**config.mk**
```make
export PLATFORM = sky130hd
export DESIGN_NAME = mrb_fifo
export DESIGN_NICKNAME = d
export VERILOG_FILES = /design/src/mrb_pkg.sv /design/src/mrb_fifo.sv
export SDC_FILE = /design/constraint.sdc
export NUM_CORES = 1
export LEC_CHECK = 0
export BUFFER_PORTS_ARGS = -buffer_cell sky130_fd_sc_hd__buf_2
export CORE_AREA = 5 5 71 73
export DETAILED_ROUTE_END_ITERATION = 8
export DIE_AREA = 0 0 76 78
export PLACE_DENSITY = 0.7
export RECOVER_POWER = 50
export SKIP_LAST_GASP = 1
export SLEW_MARGIN = 30
export SYNTH_ARGS = -nofsm -noshare
export SYNTH_HDL_FRONTEND = slang
export SYNTH_SLANG_ARGS = --single-unit
```
**constraint.sdc**
```tcl
create_clock -name i_clk -period 2.1 [get_ports i_clk]
set_input_delay 0.42 -clock i_clk [delete_from_list [all_inputs] [get_ports i_clk]]
set_output_delay 0.42 -clock i_clk [all_outputs]
set_load 0.1 [all_outputs]
```
**src/mrb_pkg.sv**
```systemverilog
`default_nettype none
package mrb_pkg;

    localparam int MAX_COLS   = 256;
    localparam int MAX_ROWS   = 1024;
    localparam int COL_W      = $clog2(MAX_COLS);
    localparam int DEPTH_W    = $clog2(MAX_COLS + 1);
    localparam int NCOL_W     = 9;
    localparam int HGT_W      = $clog2(MAX_ROWS + 1);
    localparam int AREA_W     = 19;
    localparam int PROD_W     = HGT_W + DEPTH_W;
    localparam int FIFO_DEPTH = 4;
    localparam int FPTR_W     = $clog2(FIFO_DEPTH);
    localparam int FCNT_W     = $clog2(FIFO_DEPTH + 1);

    localparam logic [NCOL_W-1:0] NUM_COLS_RST = NCOL_W'(MAX_COLS);
    localparam logic [AREA_W-1:0] AREA_MAX     = {AREA_W{1'b1}};

    typedef struct packed {
        logic             filled;
        logic             last;
        logic             eor;
        logic [COL_W-1:0] col;
    } t_op;

    typedef struct packed {
        logic [COL_W-1:0] idx;
        logic [HGT_W-1:0] h;
    } t_ent;

endpackage
`default_nettype wire

```
**src/mrb_fifo.sv**
```systemverilog
`default_nettype none
module mrb_fifo (
    input  wire logic         i_clk,
    input  wire logic         i_rst_n,
    input  wire logic         i_push,
    input  wire mrb_pkg::t_op i_data,
    input  wire logic         i_pop,
    output logic              o_full,
    output logic              o_empty,
    output mrb_pkg::t_op      o_data
);
    import mrb_pkg::*;

    t_op               r_mem [FIFO_DEPTH];
    logic [FPTR_W-1:0] r_wptr;
    logic [FPTR_W-1:0] r_rptr;
    logic [FCNT_W-1:0] r_cnt;
    logic              do_push;
    logic              do_pop;

    assign o_full  = (r_cnt == FCNT_W'(FIFO_DEPTH));
    assign o_empty = (r_cnt == '0);
    assign o_data  = r_mem[r_rptr];
    assign do_push = i_push && !o_full;
    assign do_pop  = i_pop && !o_empty;

    always_ff @(posedge i_clk) begin
        if (do_push) begin
            r_mem[r_wptr] <= i_data;
        end
    end

    always_ff @(posedge i_clk) begin
        if (!i_rst_n) begin
            r_wptr <= '0;
            r_rptr <= '0;
            r_cnt  <= '0;
        end else begin
            if (do_push) begin
                r_wptr <= r_wptr + FPTR_W'(1);
            end
            if (do_pop) begin
                r_rptr <= r_rptr + FPTR_W'(1);
            end
            if (do_push && !do_pop) begin
                r_cnt <= r_cnt + FCNT_W'(1);
            end else if (do_pop && !do_push) begin
                r_cnt <= r_cnt - FCNT_W'(1);
            end
        end
    end

endmodule
`default_nettype wire

```
# == Yosys cells after proc, flatten, opt, wreduce, memory -nomap -nowiden ==
# Memories as Yosys holds them, arrays and structs flattened. A register that Yosys moved wholly into a read port is not among the register bits.
# Index checks and enable logic that the tools add are counted.
# Widths: inputs -> output; s select.
# op_classes
addsub,4
eq_ne,1
muxes,6
n_reduce_logical,10
# ops
operator,n
$mux 3,2
$add 2x1->2 const B,2
$logic_and 1x1->1,4
$logic_not 1->1,4
$mux 2,2
$add 3x1->3 const B,1
$eq 3x3->1 const B,1
$logic_not 3->1,1
$sub 3x1->3 const B,1
$mux 1,2
$reduce_bool 2->1,1
# totals
regBits,7
mem_bits_rw,44
input_bits,15
elab_cells,25
memories,1
# memory_table
name,words,width,rd,rd_clocked_by_memory_dff,wr,line_no,rtl
r_mem,4,11,1,1,1,mrb_fifo.sv:14,t_op r_mem [FIFO_DEPTH];

# == Logic depth before layout (Yosys ltp) ==
# depth
word_depth,7
mapped_depth,9
ltp_nobuf,8

# == Least setup slack after synthesis ==
# No wires, ideal clock.
# synth_path
path_kind,register -> register
startpoint,register r_cnt[2]
endpoint,register r_cnt[2]
setup_ps,70
t_arrival_ps,2887
setup_slack_ps,-857
path_stages_with_launch,10
path_cell_list,dfxtp_1 nor3b_2 nor2b_1 buf_6 ha_1 inv_1 fa_1 xor2_1 or3_1 a21boi_1
# synth_between
elab_chain_len,6
# synth_rtl
item,line_no,rtl
from (decl),mrb_fifo.sv:17,logic [FCNT_W-1:0] r_cnt;
from (signal assigned),mrb_fifo.sv:46,r_cnt <= r_cnt + FCNT_W'(1);
from (signal assigned),mrb_fifo.sv:48,r_cnt <= r_cnt - FCNT_W'(1);
$eq 3x3->1 (*),mrb_fifo.sv:21,assign o_full = (r_cnt == FCNT_W'(FIFO_DEPTH));
net o_full,mrb_fifo.sv:8,"output logic o_full,"
$logic_not 1->1 (*),mrb_fifo.sv:24,assign do_push = i_push && !o_full;
$logic_and 1x1->1 (*),mrb_fifo.sv:24,
net do_push,mrb_fifo.sv:18,logic do_push;
$logic_not 1->1,mrb_fifo.sv:47,end else if (do_pop && !do_push) begin
$logic_and 1x1->1,mrb_fifo.sv:47,
$reduce_bool 2->1 (no source line),n/a,
# The timed path passes the listed nets; every way through them passes the cells marked *. The select of a mux whose other input is x is not followed.
# A chain may end at the register's enable or synchronous reset.

==> results.md <==
* Largest net degree at the start of global routing at 17
* Leakage at 0.869 nW
* Clk_skew at 6.90 ps
* Setup bufs post-CTS at 0
* Ys flop type: edfxtp_1
* Crit path max fanout at 5
* Root Buffer: clkbuf_8
* Initial antenna violation count at 0
* RSZ-0062 raised after global routing: yes
* # IOs at 28
* Quantity of I/O buffers inserted on ports at 27
* Ranking of synthesized cells by area: edfxtp_1, mux4_2, dfxtp_1
* Pwr dens at 1500 mW/mm2
* Commonest cells post-synth: edfxtp_1, mux4_2, dfxtp_1, and2_1, ha_1
* Family with the most delay on the worst path: multiplexers
* Synth cell types at 22
* CP endpoint kind: primary output
* Clock Path Buffers at 2
* Synthesized area at 0.00207 mm2
* Flip-flop and latch count after synthesis at 53
* Latest clock arrival within the worst-skew pair at 290 ps
* CTS Buf Count at 5
* Post-synth net total at 126
* Crit-path slowest cell: mux4_2
* Count of final max-slew check failures at 0
* Routed vias at 1026
* Drt first pass iters at 4
* Top-count cell post-synth: edfxtp_1
* Crit share post-route at 0.962
* Syn_area_per_cell at 19.7 um2
* Warnings, synthesis at 0
* Final Hold Fails at 0
* CP startpoint kind: flip-flop
* Core footprint at 0.00429 mm2
* Fin cells at 199
* DR WL/cell at 17.6 um
* Final nets at 167
* CTS sink count at 53
* Post-synth ARST share at 0
* Critical Path Max Stage Delay at 500 ps
* Area Growth Syn to Fin at 19.8%
* Antenna cells at 0
* Synth top area share at 0.638
* Dpl cells at 191
* Fin util at 0.578
* Die Span X at 76 um
* Initial Util at 0.482
* Max Cap Violations at 0
* Critical-path cell list: buf_4 > mux4_2 > buf_2
* CP required at 1680 ps
* Initial drt markers at 46
* Fraction of layout cells with a size suffix above 1 at 0.367
* Fmax at 495 MHz
* Cell count after synthesis at 105
* Total GRT Usage at 0.130
* Slew @ Worst Pin at 491 ps
* Number of flops mapped to enable cells by yosys at 44
* Max_slew headroom at 0.675
* Worst hold path type: input port to flip-flop
* Crit path arrival time at 1600 ps
* Status: complete, no violations
* Hold path depth at 1
* Vias/cell at 5.16
* WP depth at 3
* FP Rows at 24
* Final WL at 3.51 mm
* Clock Pin Slew Worst Setup and Hold Paths at 80 ps
* First-pass GRT wire length at 6.00 mm
* H-tree lvl count at 2
* Yosys top cell by area: edfxtp_1
* R2R cell count at 7
* Peak VDD IR at 0.561 mV
* RePlAce Congestion at 0.802
* Finish-stage setup viols at 0
* Sequential share of the synthesized area at 0.726
* Routed Antenna Nets at 0
* Vias in the first global route at 1195
* Full die area at 0.00593 mm2
* DP HPWL at 2.51 mm
* Remaining DRCs at 0
* Buffers plus inverters on the worst setup path at 2
* Post-route minimum period at 2020 ps
* CTS tree: built
* CP Class: flip-flop to primary output
* Chip height at 78 um
* Grt ovf at 0
power by group:
group / switching (mW) / leakage (nW) / internal (mW)
combinational: 1.21 / 0.335 / 0.485
sequential: 0.0960 / 0.479 / 1.29
clock: 0.295 / 0.0552 / 0.354
stage by stage:
stage | TNS [ps] | instance area (um2) | hold slack [ps] | worst slack, ps | power, mW
floorplan | -677 | 2100 | 468 | -348 | 2.77
global route | 0 | 2480 | 382 | 0.241 | 3.89
CTS | 0 | 2470 | 330 | 11.2 | 3.72
global placement | 0 | 2360 | 482 | 128 | 3.03
detailed placement | 0 | 2360 | 509 | 18.8 | 3.06
finish | 0 | 2480 | 382 | 80.2 | 3.73
cells in the final DEF (no fill, tap or decap):
cell type   n
nor3b_4     1
buf_4      16
or3_1       1
ha_1        4
dfxtp_4     1
clkinv_2    1
o31ai_4     1
buf_2      10
nor3_2      1
nand2_1     4
edfxtp_1   44
nor2b_2     1
dfxtp_2     2
xnor2_1     3
ha_4        1
inv_1       2
and2_1      8
dfxtp_1     6
bufinv_16   1
clkbuf_8    5
o311ai_1    1
inv_2       1
clkbuf_1   12
mux4_2     11
mux2i_1     3
xor2_1      1
buf_6       1
o21ai_0     1
a21boi_1    1
fa_1        1
nor2b_1     1
layout make-up:
type	count	area, um2
Timing Repair Buffer	38	223
Sequential cell	53	1510
Clock inverter	2	35.0
Multi-Input combinational cell	45	566
Tap cell	52	65.1
Inverter	3	11.3
Clock buffer	6	72.6
Fill cell	341	1810
logic make-up (layout without fill, tap and decap cells):
logic type / after synthesis / after routing / share of synthesized area
mux: 14 / 14 / 0.134
fa+ha+maj: 6 / 6 / 0.0399
flops: 53 / 53 / 0.726
xor+xnor: 4 / 4 / 0.0169
buf+inv: 7 / 49 / 0.0181
simple gates: 17 / 17 / 0.0490
compound gates: 4 / 4 / 0.0163
timing repair:
action,4_1_cts,5_1_grt
gates resized for setup,1,13
hold buffers,0,0
endpoints found under the setup margin,1,7
pin swaps,0,0
per-layer routing:
metal  wire length, um  global-route usage  up-vias
li1                  -                   -      484
met1              1320               0.135      519
met2              2020               0.247       19
met3               126              0.0370        4
met4                38              0.0445        0
met5                 0                   0        -
sequential cells by signal, indices dropped and copies added (netlist names), named ones only:
name and flops:
r_cnt 3, r_wptr 2, r_rptr 2, r_mem 44
path summary, 6_finish.rpt:
check | startpoint | endpoint | slack (ps)
hold reg to reg | r_wptr[1] | r_wptr[1] | 520
setup / recovery | flip-flop | o_data[4] | 80
setup reg to reg | r_cnt[1] | r_cnt[2] | 100
hold / removal | i_data[6] | r_mem[0][6] | 380
Note: power is estimated with default switching activity, not from simulation.
