==> src/mrb_pkg.sv <==
`default_nettype none
package mrb_pkg;

    localparam int MAX_COLS   = 256;
    localparam int MAX_ROWS   = 1024;
    localparam int COL_W      = $clog2(MAX_COLS);
    localparam int DEPTH_W    = $clog2(MAX_COLS + 1);
    localparam int NCOL_W     = 9;
    localparam int HGT_W      = $clog2(MAX_ROWS + 1);
    localparam int AREA_W     = 19;
    localparam int PROD_W     = HGT_W + DEPTH_W;
    localparam int FIFO_DEPTH = 4;
    localparam int FPTR_W     = $clog2(FIFO_DEPTH);
    localparam int FCNT_W     = $clog2(FIFO_DEPTH + 1);

    localparam logic [NCOL_W-1:0] NUM_COLS_RST = NCOL_W'(MAX_COLS);
    localparam logic [AREA_W-1:0] AREA_MAX     = {AREA_W{1'b1}};

    typedef struct packed {
        logic             filled;
        logic             last;
        logic             eor;
        logic [COL_W-1:0] col;
    } t_op;

    typedef struct packed {
        logic [COL_W-1:0] idx;
        logic [HGT_W-1:0] h;
    } t_ent;

endpackage
`default_nettype wire

==> src/mrb_front.sv <==
`default_nettype none
module mrb_front (
    input  wire logic                         i_clk,
    input  wire logic                         i_rst_n,
    input  wire logic                         i_in_valid,
    output logic                              o_in_stall,
    input  wire logic                         i_cell_req,
    input  wire logic                         i_last_cell,
    input  wire logic                         i_cfg_valid,
    output logic                              o_cfg_ready,
    input  wire logic [mrb_pkg::NCOL_W-1:0]   i_cfg_num_cols,
    input  wire logic                         i_full,
    output logic                              o_push,
    output mrb_pkg::t_op                      o_op
);
    import mrb_pkg::*;

    logic [NCOL_W-1:0] r_num_cols;
    logic [COL_W-1:0]  r_col;
    logic [COL_W-1:0]  n_col;
    logic [NCOL_W-1:0] eff_cols;
    logic [NCOL_W-1:0] col_next;
    logic              eor;

    always_comb begin
        if (r_num_cols == '0) begin
            eff_cols = NCOL_W'(1);
        end else if (r_num_cols > NCOL_W'(MAX_COLS)) begin
            eff_cols = NCOL_W'(MAX_COLS);
        end else begin
            eff_cols = r_num_cols;
        end
    end

    assign col_next = NCOL_W'(r_col) + NCOL_W'(1);
    assign eor      = (col_next >= eff_cols) || i_last_cell;
    assign n_col    = eor ? '0 : col_next[COL_W-1:0];

    assign o_cfg_ready = 1'b1;
    assign o_in_stall  = i_full;
    assign o_push      = i_in_valid && !i_full;

    always_comb begin
        o_op.filled = i_cell_req;
        o_op.last   = i_last_cell;
        o_op.eor    = eor;
        o_op.col    = r_col;
    end

    always_ff @(posedge i_clk) begin
        if (!i_rst_n) begin
            r_num_cols <= NUM_COLS_RST;
            r_col      <= '0;
        end else begin
            if (i_cfg_valid && o_cfg_ready) begin
                r_num_cols <= i_cfg_num_cols;
            end
            if (o_push) begin
                r_col <= n_col;
            end
        end
    end

endmodule
`default_nettype wire

==> config.mk <==
export PLATFORM = sky130hd
export DESIGN_NAME = mrb_front
export DESIGN_NICKNAME = d
export VERILOG_FILES = /design/src/mrb_pkg.sv /design/src/mrb_front.sv
export SDC_FILE = /design/constraint.sdc
export NUM_CORES = 1
export LEC_CHECK = 0
export ABC_AREA = 1
export BUFFER_PORTS_ARGS = -buffer_cell sky130_fd_sc_hd__clkbuf_2
export CORE_AREA = 2 2 50 52
export DETAILED_ROUTE_END_ITERATION = 10
export DIE_AREA = 0 0 52 54
export MAX_ROUTING_LAYER = met4
export PLACE_DENSITY = 0.73
export SLEW_MARGIN = 25
export SYNTH_ARGS = -nofsm -noshare
export SYNTH_HDL_FRONTEND = slang
export SYNTH_SLANG_ARGS = --single-unit
==> constraint.sdc <==
create_clock -name i_clk -period 3.5 [get_ports i_clk]
set_input_delay 0.35 -clock i_clk [delete_from_list [all_inputs] [get_ports i_clk]]
set_output_delay 0.35 -clock i_clk [all_outputs]
set_load 0.1 [all_outputs]
# Yosys cells after proc, flatten, opt, wreduce, memory -nomap -nowiden
# Cells that the tools add are included.
[word_totals] register_bits=17 inputBits=16 wordCells=12
[classes] add_sub_neg=1 order_cmp=2 n_mux=3 reduce_logical=4
[ops] operator="9-bit 2-to-1 mux" n=2
[ops] operator="8-bit by 1-bit adder with 9-bit output, second input constant" n=1
[ops] operator="9-bit >= comparator" n=1
[ops] operator="9-bit greater-than comparator, second input constant" n=1
[ops] operator="9-bit logical NOT" n=1
[ops] operator="8-bit 2-to-1 mux" n=1
[ops] operator="1-bit logical AND" n=1
[ops] operator="1-bit logical NOT" n=1
[ops] operator="1-bit logical OR" n=1

# Logic depth before layout (Yosys ltp)
# Gate-level depths: netlist (run 1).
[logic_depth] depth_word=6 depth_mapped=14

# Worst setup path after synthesis (run 1)
# Ideal clock, no wire load.
[synth_path] path_kind="register -> output" start="reg r_col[0]" end="out o_op[8] in the netlist's numbering" t_arrival_ns=2.792 t_required_ns=3.150 path_slack_ns=0.358 stages_incl_launch_ff=14 cell_sequence="dfxtp_1 > ha_1 > nand2_1 > inv_2 > nand2_1 > xnor2_2 > ha_1 > nand2_1 > nor2_1 > nand2_1 > nand3_1 > nand2_2 > nand2_1 > buf_4"
[synth_between] elab_chain_len=3
[synth_rtl] element="from (decl)" line="mrb_front.sv:19" rtl="logic [COL_W-1:0] r_col;"
[synth_rtl] element="from (signal assigned)" line="mrb_front.sv:59" rtl="r_col <= n_col;"
[synth_rtl] element="8-bit by 1-bit adder with 9-bit output" line="mrb_front.sv:35" rtl="assign col_next = NCOL_W'(r_col) + NCOL_W'(1);"
[synth_rtl] element="9-bit >= comparator" line="mrb_front.sv:36" rtl="assign eor = (col_next >= eff_cols) || i_last_cell;"
[synth_rtl] element="1-bit logical OR" line="mrb_front.sv:36"
[synth_rtl] element="to (decl)" line="mrb_front.sv:14" rtl="output mrb_pkg::t_op o_op"
# No other way between the ends.

==> reports/metrics.cfg, run 1 <==
[worst_setup_path]
end_kind = primary output
path_buf_inv = 2
reg2reg_setup_slack_ps = 1390
cp_max_fo = 9
crit_chain = ha_1 > nand2_1 > inv_2 > nand2_1 > xnor2_2 > ha_1 > nand2_1 > nor2_1 > nand2_1 > nand3_1 > nand2_2 > nand2_1 > clkbuf_2
crit_required_ps = 3150
critPathTopFamily = simple AND/OR/NAND/NOR gates
critPathArrivalTime_ps = 2620
rr_startpoint = r_col[0]
start_kind = flop
crit_type = flop to primary output
reg2reg_depth = 13
cp.depth = 13
critPathMaxStageDelay_ps = 450
critPathMostFrequentCell = nand2_1
crit_slowest_cell = clkbuf_2
worstReg2RegEnd = r_col[5]

[finish]
nNetsFinal = 209
drive_gt1_frac = 0.220
fill_cells = 246
post-route-util = 0.534
diodes = 0
syn2layout_area_growth_pct = 13.1
regArea_um2 = 340
multi_input_area_um2 = 652

[timing]
slew_headroom = 0.629
fmax_mhz = 336
hold_violations = 0
drv_slew = 0
finalSetupViolations = 0
worstMarginPinSlew_ps = 556
fin_crit_sh = 0.850
rsz0062_at_grt = false
tns_ps = 0
finalCriticalPeriod_ps = 2970
finalClockSkew_ps = 6.45

[synth]
yosysTopAreaCell = dfxtp_1
synth.yosys.seq_area_share = 0.311
synth_top_area_share = 0.311
netlist_area_um2 = 1090
yosys-top-cells-area = dfxtp_1 (31%), ha_1 (11%), nor2_1 (9.6%)
syn-num-nets = 186
yosys_warnings = 0
synth.distinct_cells = 24
avgSynthCellArea_um2 = 6.84
syn_inst = 160
synth_seq_cells = 17

[die]
die_area_um2 = 2810
die-height_um = 54
ios = 30
fp-row-count = 18
core-area_um2 = 2320
die_w_um = 52
initial_core_util = 0.472

[placement]
gp_congestion = 0.868
hpwl_um = 1690
io_buffers = 26

[routing]
first_pass_iters = 5
drc = 0
routed_wl_um = 2190
vias_per_cell = 4.88
vias = 1034
wl_per_cell_um = 10.3
postRouteAntennaNets = 0
drtIter0Drc = 15

[clock_network]
cts_root_buffer = clkbuf_4
cts_buffers = 3
cts_buffer_depth = 2
clk_latency_ps = 290
cts_setup_buffers = 0
cts.sinks = 17
cts_hold_buf = 0
clk_pin_slew_ps = 100
cts_tree = done
htreeDepth = 1
ctsResizeCount = 0

[global_route]
track_usage = 0.184
overflow = 0
grt_pass1_wl_um = 3730
grt_pass1_vias = 885
antenna_found_initial = 0
grt_max_degree = 17

[pwr]
powerDensity_nw_per_um2 = 390
power.leakage_nw = 0.601
ir_drop_mv = 0.236

[run_status]
outcome = complete, no violations

[run]
drv_cap = 0

[hold_path]
holdPathStages = 3
worstHoldEndpoint = r_num_cols[8]
min_path_type = input port to flop
hp-start = i_cfg_num_cols[8]

[area by class of cell]
class                           count  share of cell area
Multi-Input combinational cell    121               0.526
Clock buffer                        4              0.0212
Tap cell                           30              0.0303
Timing Repair Buffer               26               0.105
Inverter                           14              0.0424
Sequential cell                    17               0.275
[cell usage in the layout, fill, tap and decap left out, types with 2 or more instances in the layout]
cell type / netlist / layout
a21oi_1: 11 / 11
clkbuf_2: 0 / 26
clkbuf_4: 0 / 3
clkinv_1: 2 / 2
dfxtp_1: 17 / 17
ha_1: 10 / 10
inv_1: 11 / 11
nand2_1: 27 / 27
nand2_2: 4 / 4
nand3_1: 12 / 12
nor2_1: 28 / 28
nor2_2: 2 / 2
nor3_1: 2 / 2
o21ai_0: 17 / 17
[report_power, final]
part	switching (mW)	internal, mW
registers	0.0120	0.206
clock network	0.0628	0.0444
logic	0.119	0.0385
[worst max path at each step]
stage	start	to	slack, ps
after floorplan	r_col[0]	o_op[8]	360
after global placement	r_col[0]	o_op[8]	980
after detailed placement	r_col[0]	o_op[8]	880
after CTS	r_col[0]	o_op[8]	520
after global routing	r_col[0]	o_op[8]	280
final	r_col[0]	o_op[8]	530
[through the flow]
stage / instance area, um2 / hold slack (ps) / power [mW] / instances / setup slack [ps]
final: 1240 / 253 / 0.483 / 212 / 526
after global routing: 1240 / 269 / 0.512 / 212 / 281
after CTS: 1240 / 252 / 0.489 / 212 / 524
after detailed placement: 1210 / 515 / 0.380 / 208 / 876
after global placement: 1210 / 508 / 0.376 / 208 / 979
after floorplan: 1090 / 469 / 0.359 / 160 / 358
[worst min-delay path, delay by kind of cell]
family	cells	cell delay, ps
AOI/OAI and AO/OA	2	90
buffers and inverters	1	80
[metal layers]
metal | vias to the layer above | routed length [um] | GRT usage
met2 | 28 | 1010 | 0.302
met4 | 0 | 25 | 0.0789
met1 | 445 | 1050 | 0.226
li1 | 558 | - | -
met3 | 3 | 111 | 0.0250
met5 | - | 0 | -
[flip-flops by register name (all words and copies together) (netlist names)]
name,count
r_col,8
r_num_cols,9
[kinds of logic (layout without fill, tap and decap cells)]
group / Yosys count / after routing / share of synthesized area
xor gates and xnor gates: 2 / 2 / 0.0229
buffers and inverters: 22 / 44 / 0.0937
AOI/OAI and AO/OA: 29 / 29 / 0.136
DFF: 17 / 17 / 0.311
and+or+nand+nor: 79 / 79 / 0.319
other: 1 / 1 / 0.00343
adders and majority gates: 10 / 10 / 0.114
[synth_stat cells]
library cell	n
clkinv_1	2
a21oi_2	1
conb_1	1
nand2_2	4
o21ai_0	17
xnor2_1	1
nor2_2	2
nand3b_1	1
xnor2_2	1
nor3_1	2
nand3_1	12
nand3_2	1
dfxtp_1	17
a21oi_1	11
nor2_4	1
nand2_1	27
inv_2	1
nor2_1	28
ha_1	10
buf_2	1
buf_4	5
clkbuf_1	2
nand4_1	1
inv_1	11
(Power assumes the default switching activity.)
==> inputs of run 2 (changes only) <==
Settings changed: CORE_AREA 2 2 50 52 to 2 2 40 70, DIE_AREA 0 0 52 54 to 0 0 42 72, PLACE_DENSITY 0.73 to 0.7.
Clock period 3.5 ns to 2.55 ns, I/O delays scaled along.
==> run 2 against run 1 <==
Against the previous run:
- worst hold slack lost 37 ps
- register-to-register slack lost 930 ps
- critical path type unchanged
- combinational power grew 61%
- largest cell class unchanged
- critical endpoint unchanged
- global-route usage shrank 1.3 points
- sequential power grew 38%
==> reports/metrics.cfg, run 2 (synthesis gave the netlist of run 1 again) <==
[global_route]
grt_max_degree = 17  ; unchanged
grt_pass1_vias = 963  ; was 885
overflow = 0  ; unchanged
track_usage = 0.171  ; was 0.184
antenna_found_initial = 0  ; unchanged
grt_pass1_wl_um = 3930  ; was 3730 um

[timing]
drv_slew = 0  ; unchanged
finalClockSkew_ps = 1.10  ; was 6.45 ps
hold_slack_ps = 216  ; was 253 ps
fin_crit_sh = 0.944
slew_headroom = 0.640  ; was 0.629
finalSetupViolations = 0  ; unchanged
fmax_mhz = 416
finalCriticalPeriod_ps = 2410
worstMarginPinSlew_ps = 543  ; was 556 ps
final.setup.worst_slack_ps = 144  ; was 526 ps
hold_violations = 0  ; unchanged
tns_ps = 0  ; unchanged

[worst_setup_path]
critPathMaxStageDelay_ps = 330  ; was 450 ps
start_kind = flop  ; unchanged
critPathTopFamily = simple AND/OR/NAND/NOR gates  ; unchanged
crit_chain = nor2_2 > nand3_1 > nor3_2 > nor2_2 > inv_2 > nand2_1 > ha_4 > a21oi_1 > nor2_1 > nor2_4 > nand2_4 > buf_12  ; was ha_1 > nand2_1 > inv_2 > nand2_1 > xnor2_2 > ha_1 > nand2_1 > nor2_1 > nand2_1 > nand3_1 > nand2_2 > nand2_1 > clkbuf_2
critPathMostFrequentCell = nor2_2  ; was nand2_1
cp_max_fo = 8  ; was 9
crit_required_ps = 2300  ; was 3150 ps
path_buf_inv = 2  ; unchanged
crit_type = flop to primary output  ; unchanged
reg2reg_setup_slack_ps = 460  ; was 1390 ps
end_kind = primary output  ; unchanged
critPathArrivalTime_ps = 2150  ; was 2620 ps
crit_slowest_cell = dfxtp_2  ; was clkbuf_2

[clock_network]
cts_buffer_depth = 2  ; unchanged
cts_root_buffer = clkbuf_8  ; was clkbuf_4
cts.sinks = 17  ; unchanged
clk_latency_ps = 260  ; was 290 ps
clk_pin_slew_ps = 60  ; was 100 ps
cts_tree = done  ; unchanged
cts_hold_buf = 0  ; unchanged
cts_buffers = 3  ; unchanged
htreeDepth = 1  ; unchanged

[finish]
nNetsFinal = 215  ; was 209
regArea_um2 = 358  ; was 340 um2
multi_input_area_um2 = 724  ; was 652 um2
fill_cells = 221  ; was 246
largest_reg_flops = 9  ; unchanged
diodes = 0  ; unchanged
drive_gt1_frac = 0.362  ; was 0.220
largest-register = r_num_cols  ; unchanged
mostFrequentLayoutCells = nor2_1 (25), clkbuf_2 (25), nand2_1 (24)  ; was nor2_1 (28), nand2_1 (27), clkbuf_2 (26)
syn2layout_area_growth_pct = 28.1  ; was 13.1%
reg.largest.list = r_num_cols: 9 flops, r_col: 8 flops  ; unchanged

[pwr]
powerDensity_nw_per_um2 = 540  ; was 390 nW/um2
ir_drop_mv = 0.323  ; was 0.236 mV
power.leakage_nw = 0.662  ; was 0.601 nW

[placement]
gp_congestion = 0.803  ; was 0.868
io_buffers = 26  ; unchanged
pre_cts_ws_ps = 309  ; was 876 ps
hpwl_um = 1800  ; was 1690 um

[routing]
vias_per_cell = 5.06  ; was 4.88
drc = 0  ; unchanged
first_pass_iters = 4  ; was 5
postRouteAntennaNets = 0  ; unchanged
wl_per_cell_um = 11.1  ; was 10.3 um
routed_wl_um = 2390  ; was 2190 um
vias = 1083  ; was 1034
drtIter0Drc = 28  ; was 15

[die]
die_w_um = 42  ; was 52 um
ios = 30  ; unchanged
die_area_um2 = 3020  ; was 2810 um2
initial_core_util = 0.450  ; was 0.472
die-height_um = 72  ; was 54 um
core-area_um2 = 2430  ; was 2320 um2
fp-row-count = 24  ; was 18

[run]
drv_cap = 0  ; unchanged

[hold_path]
min_path_type = input port to flop  ; unchanged

[run_status]
outcome = complete, no violations  ; unchanged

run 2: cell types whose count changed in the layout (fill, tap and decap cells not counted), sizes merged:
cell / previous run / this run
buf: 0 / 7
clkbuf: 30 / 29
run 2: layer usage:
metal | part of all wire | GRT usage
met5 | 0 | -
met4 | 0.013 | 0.0968
met3 | 0.041 | 0.0274
met2 | 0.57 | 0.309
met1 | 0.37 | 0.168
run 2: power by group:
group	internal [mW]	total, mW	switching [mW]
combinational	0.0742	0.252	0.177
clock	0.111	0.204	0.0932
sequential	0.284	0.301	0.0171
run 2: worst paths after layout:
kind / from / endpoint / cells past startpoint
hold / removal: i_cfg_num_cols[8] / r_num_cols[8] / 3
setup / recovery: r_num_cols[7] / o_op[8] / 12
hold reg to reg: r_col[0] / r_col[0] / 2
setup reg to reg: r_num_cols[7] / r_col[3] / 13
run 2: per-stage QoR:
step	util	cell area, um2	total power, mW	instances
floorplan	-	1110	0.494	160
CTS	0.530	1290	0.735	209
global placement	0.511	1240	0.526	205
detailed placement	0.511	1240	0.531	205
global route	0.577	1400	0.797	214
finish	0.577	1400	0.757	214
run 2: tightest hold or removal path: stages:
cell      delay (ps)
clkbuf_2          80
a21oi_1           40
o21ai_0           60
run 2: layout make-up:
| cell class | instances | area share |
|---|---|---|
| multi-input combinational | 121 | 0.517 |
| sequential | 17 | 0.255 |
| timing repair buffer | 32 | 0.136 |
| inverter | 14 | 0.0375 |
| clock buffer | 4 | 0.0321 |
| tap | 26 | 0.0232 |
run 2: timing repair:
item / CTS / global route
buffers inserted: 0 / 5
gates resized for setup: 0 / 17
hold endpoints to repair: 0 / 0
setup endpoints to repair: 0 / 1
==> inputs of run 3 (changes only) <==
--- a/config.mk
+++ b/config.mk
@@ -13,4 +13,5 @@
 export MAX_ROUTING_LAYER = met4
 export PLACE_DENSITY = 0.7
+export RECOVER_POWER = 100
 export SLEW_MARGIN = 25
 export SYNTH_ARGS = -nofsm -noshare
==> constraint.sdc (replaced) <==
create_clock -name i_clk -period 2.55 [get_ports i_clk]
set_input_delay 0.3825 -clock i_clk [delete_from_list [all_inputs] [get_ports i_clk]]
set_output_delay 0.3825 -clock i_clk [all_outputs]
set_load 0.1 [all_outputs]
==> run 3 against run 2 <==
Against the previous run:
- the flow now finishes with violations (negative setup slack)
- non-clock buffer count down 2
- sequential cell count unchanged
- cell count shrank 0.93%
- critical path depth up 2
- count of clock-buffer cells in the layout unchanged
- clock power up 3%
- sequential share of layout area up 0.34 points
- wire length rose by 13%
- highest routed layer unchanged
==> reports/metrics.cfg, run 3 (synthesis gave the netlist of run 1 again) <==
[routing]
vias_per_cell = 5.25  ; was 5.06
postRouteAntennaNets = 0  ; unchanged
first_pass_iters = 4  ; unchanged
wl_per_cell_um = 12.7  ; was 11.1 um
routed_wl_um = 2700  ; was 2390 um
drtIter0Drc = 21  ; was 28
vias = 1112  ; was 1083
drc = 0  ; unchanged

[timing]
hold_violations = 0  ; unchanged
finalClockSkew_ps = 6.07  ; was 1.10 ps
finalCriticalPeriod_ps = 2650  ; was 2410 ps
slew_headroom = 0.225  ; was 0.640
tns_ps = -100  ; was 0 ps
rsz0062_at_grt = true
final.setup.worst_slack_ps = -100  ; was 144 ps
fin_crit_sh = 1.04  ; was 0.944
finalSetupViolations = 1  ; was 0
drv_slew = 0  ; unchanged
fmax_mhz = 377  ; was 416 MHz
worstMarginPinSlew_ps = 1170  ; was 543 ps

[clock_network]
cts_buffers = 3  ; unchanged
cts_root_buffer = clkbuf_8  ; unchanged
clk_pin_slew_ps = 70  ; was 60 ps
cts_tree = done  ; unchanged
cts_hold_buf = 0  ; unchanged
clk_latency_ps = 260  ; about the same
htreeDepth = 1  ; unchanged
cts.sinks = 17  ; unchanged
cts_buffer_depth = 2  ; unchanged

[finish]
diodes = 0  ; unchanged
syn2layout_area_growth_pct = 27.3  ; was 28.1%
drive_gt1_frac = 0.317  ; was 0.362
mostFrequentLayoutCells = nor2_1 (24), nand2_1 (22), o21ai_0 (17)  ; was nor2_1 (25), clkbuf_2 (25), nand2_1 (24)
nNetsFinal = 213  ; was 215
largest-register = r_num_cols  ; unchanged
reg.largest.list = r_num_cols: 9 flops, r_col: 8 flops  ; unchanged
fin_area_um2 = 1390  ; was 1400 um2
fill_cells = 254  ; was 221
largest_reg_flops = 9  ; unchanged
post-route-util = 0.573  ; was 0.577
layout.cells.most_common = nor2_1

[worst_setup_path]
cp.depth = 14  ; was 12
critPathMaxStageDelay_ps = 330  ; about the same
cp_max_fo = 3  ; was 8
start_kind = flop  ; unchanged
critPathArrivalTime_ps = 2270  ; was 2150 ps
crit_slowest_cell = dfxtp_2  ; unchanged
crit_required_ps = 2170  ; was 2300 ps
crit_chain = nor2_2 > nand3_2 > nor3_4 > nor2_1 > buf_4 > nor2_1 > ha_1 > inv_1 > nand2_1 > nand2_1 > nand3_2 > nand2_4 > nand2_4 > buf_12  ; was nor2_2 > nand3_1 > nor3_2 > nor2_2 > inv_2 > nand2_1 > ha_4 > a21oi_1 > nor2_1 > nor2_4 > nand2_4 > buf_12
critPathTopFamily = simple AND/OR/NAND/NOR gates  ; unchanged
reg2reg_setup_slack_ps = 310  ; was 460 ps
end_kind = primary output  ; unchanged
crit_type = flop to primary output  ; unchanged
path_buf_inv = 3  ; was 2
reg2reg_depth = 15  ; was 13

[die]
fp-row-count = 24  ; unchanged
die_w_um = 42  ; unchanged
initial_core_util = 0.450  ; unchanged
die_area_um2 = 3020  ; unchanged
ios = 30  ; unchanged
core-area_um2 = 2430  ; unchanged
die-height_um = 72  ; unchanged

[placement]
io_buffers = 26  ; unchanged
hpwl_um = 1960  ; was 1800 um
pre_cts_ws_ps = 195  ; was 309 ps
gp_congestion = 0.807  ; was 0.803
postPlaceCellArea_um2 = 1250  ; was 1240 um2

[pwr]
ir_drop_mv = 0.295  ; was 0.323 mV
powerDensity_nw_per_um2 = 554  ; was 540 nW/um2
power.leakage_nw = 0.618  ; was 0.662 nW

[global_route]
grt_pass1_wl_um = 4290  ; was 3930 um
track_usage = 0.190  ; was 0.171
overflow = 0  ; unchanged
grt_max_degree = 17  ; unchanged
grt_pass1_vias = 1102  ; was 963
antenna_found_initial = 0  ; unchanged

[hold_path]
holdPathStages = 3  ; unchanged
min_path_type = input port to flop  ; unchanged

[run_status]
violations = negative setup slack
outcome = finished, violations left  ; was complete, no violations

[run]
drv_cap = 0  ; unchanged

==> run 3: changes by cell type in the layout (fill, tap and decap cells not counted), sizes merged <==
cell / delta
buf: -2
==> run 3: path summary, 6_finish.rpt <==
check	from	end
max reg2reg	r_num_cols[5]	r_col[3]
max	r_num_cols[5]	o_op[8]
min reg2reg	r_col[0]	r_col[0]
min	i_cfg_num_cols[0]	r_num_cols[0]
==> run 3: report_power, final <==
group	switching, mW	internal (mW)
Clock	0.0988	0.111
Combinational	0.184	0.0741
Sequential	0.0194	0.284
Total	0.303	0.470
==> run 3: layout make-up <==
cell class                      instances  area (um2)  area share
Tap cell                               26        32.5      0.0233
Multi-Input combinational cell        121         743       0.533
Timing Repair Buffer                   30         160       0.115
Inverter                               14        52.6      0.0377
Sequential cell                        17         360       0.259
Clock buffer                            4        45.0      0.0323
==> run 3: per-layer routing <==
layer	GRT usage	wire length (um)	vias to the layer above
li1	-	-	569
met1	0.169	941	495
met2	0.349	1530	36
met3	0.0299	118	12
met4	0.140	109	0
met5	-	0	-
==> run 3: tightest hold or removal path: cells and delay by family <==
kind                   cells  cell delay (ps)
buffers and inverters      1               70
and+or+nand+nor            2              110
==> run 3: through the flow <==
stage | hold slack, ps | power (mW) | std cells
finish | 338 | 0.773 | 212
global route | 352 | 0.811 | 212
global placement | 505 | 0.528 | 206
detailed placement | 506 | 0.534 | 206
CTS | 343 | 0.751 | 211
floorplan | 486 | 0.495 | 160
==> run 3: timing repair <==
item,4_1_cts,5_1_grt
gates resized for setup,5,17
setup buffers,1,1
pin swaps,2,15
endpoints found under the setup margin,1,1
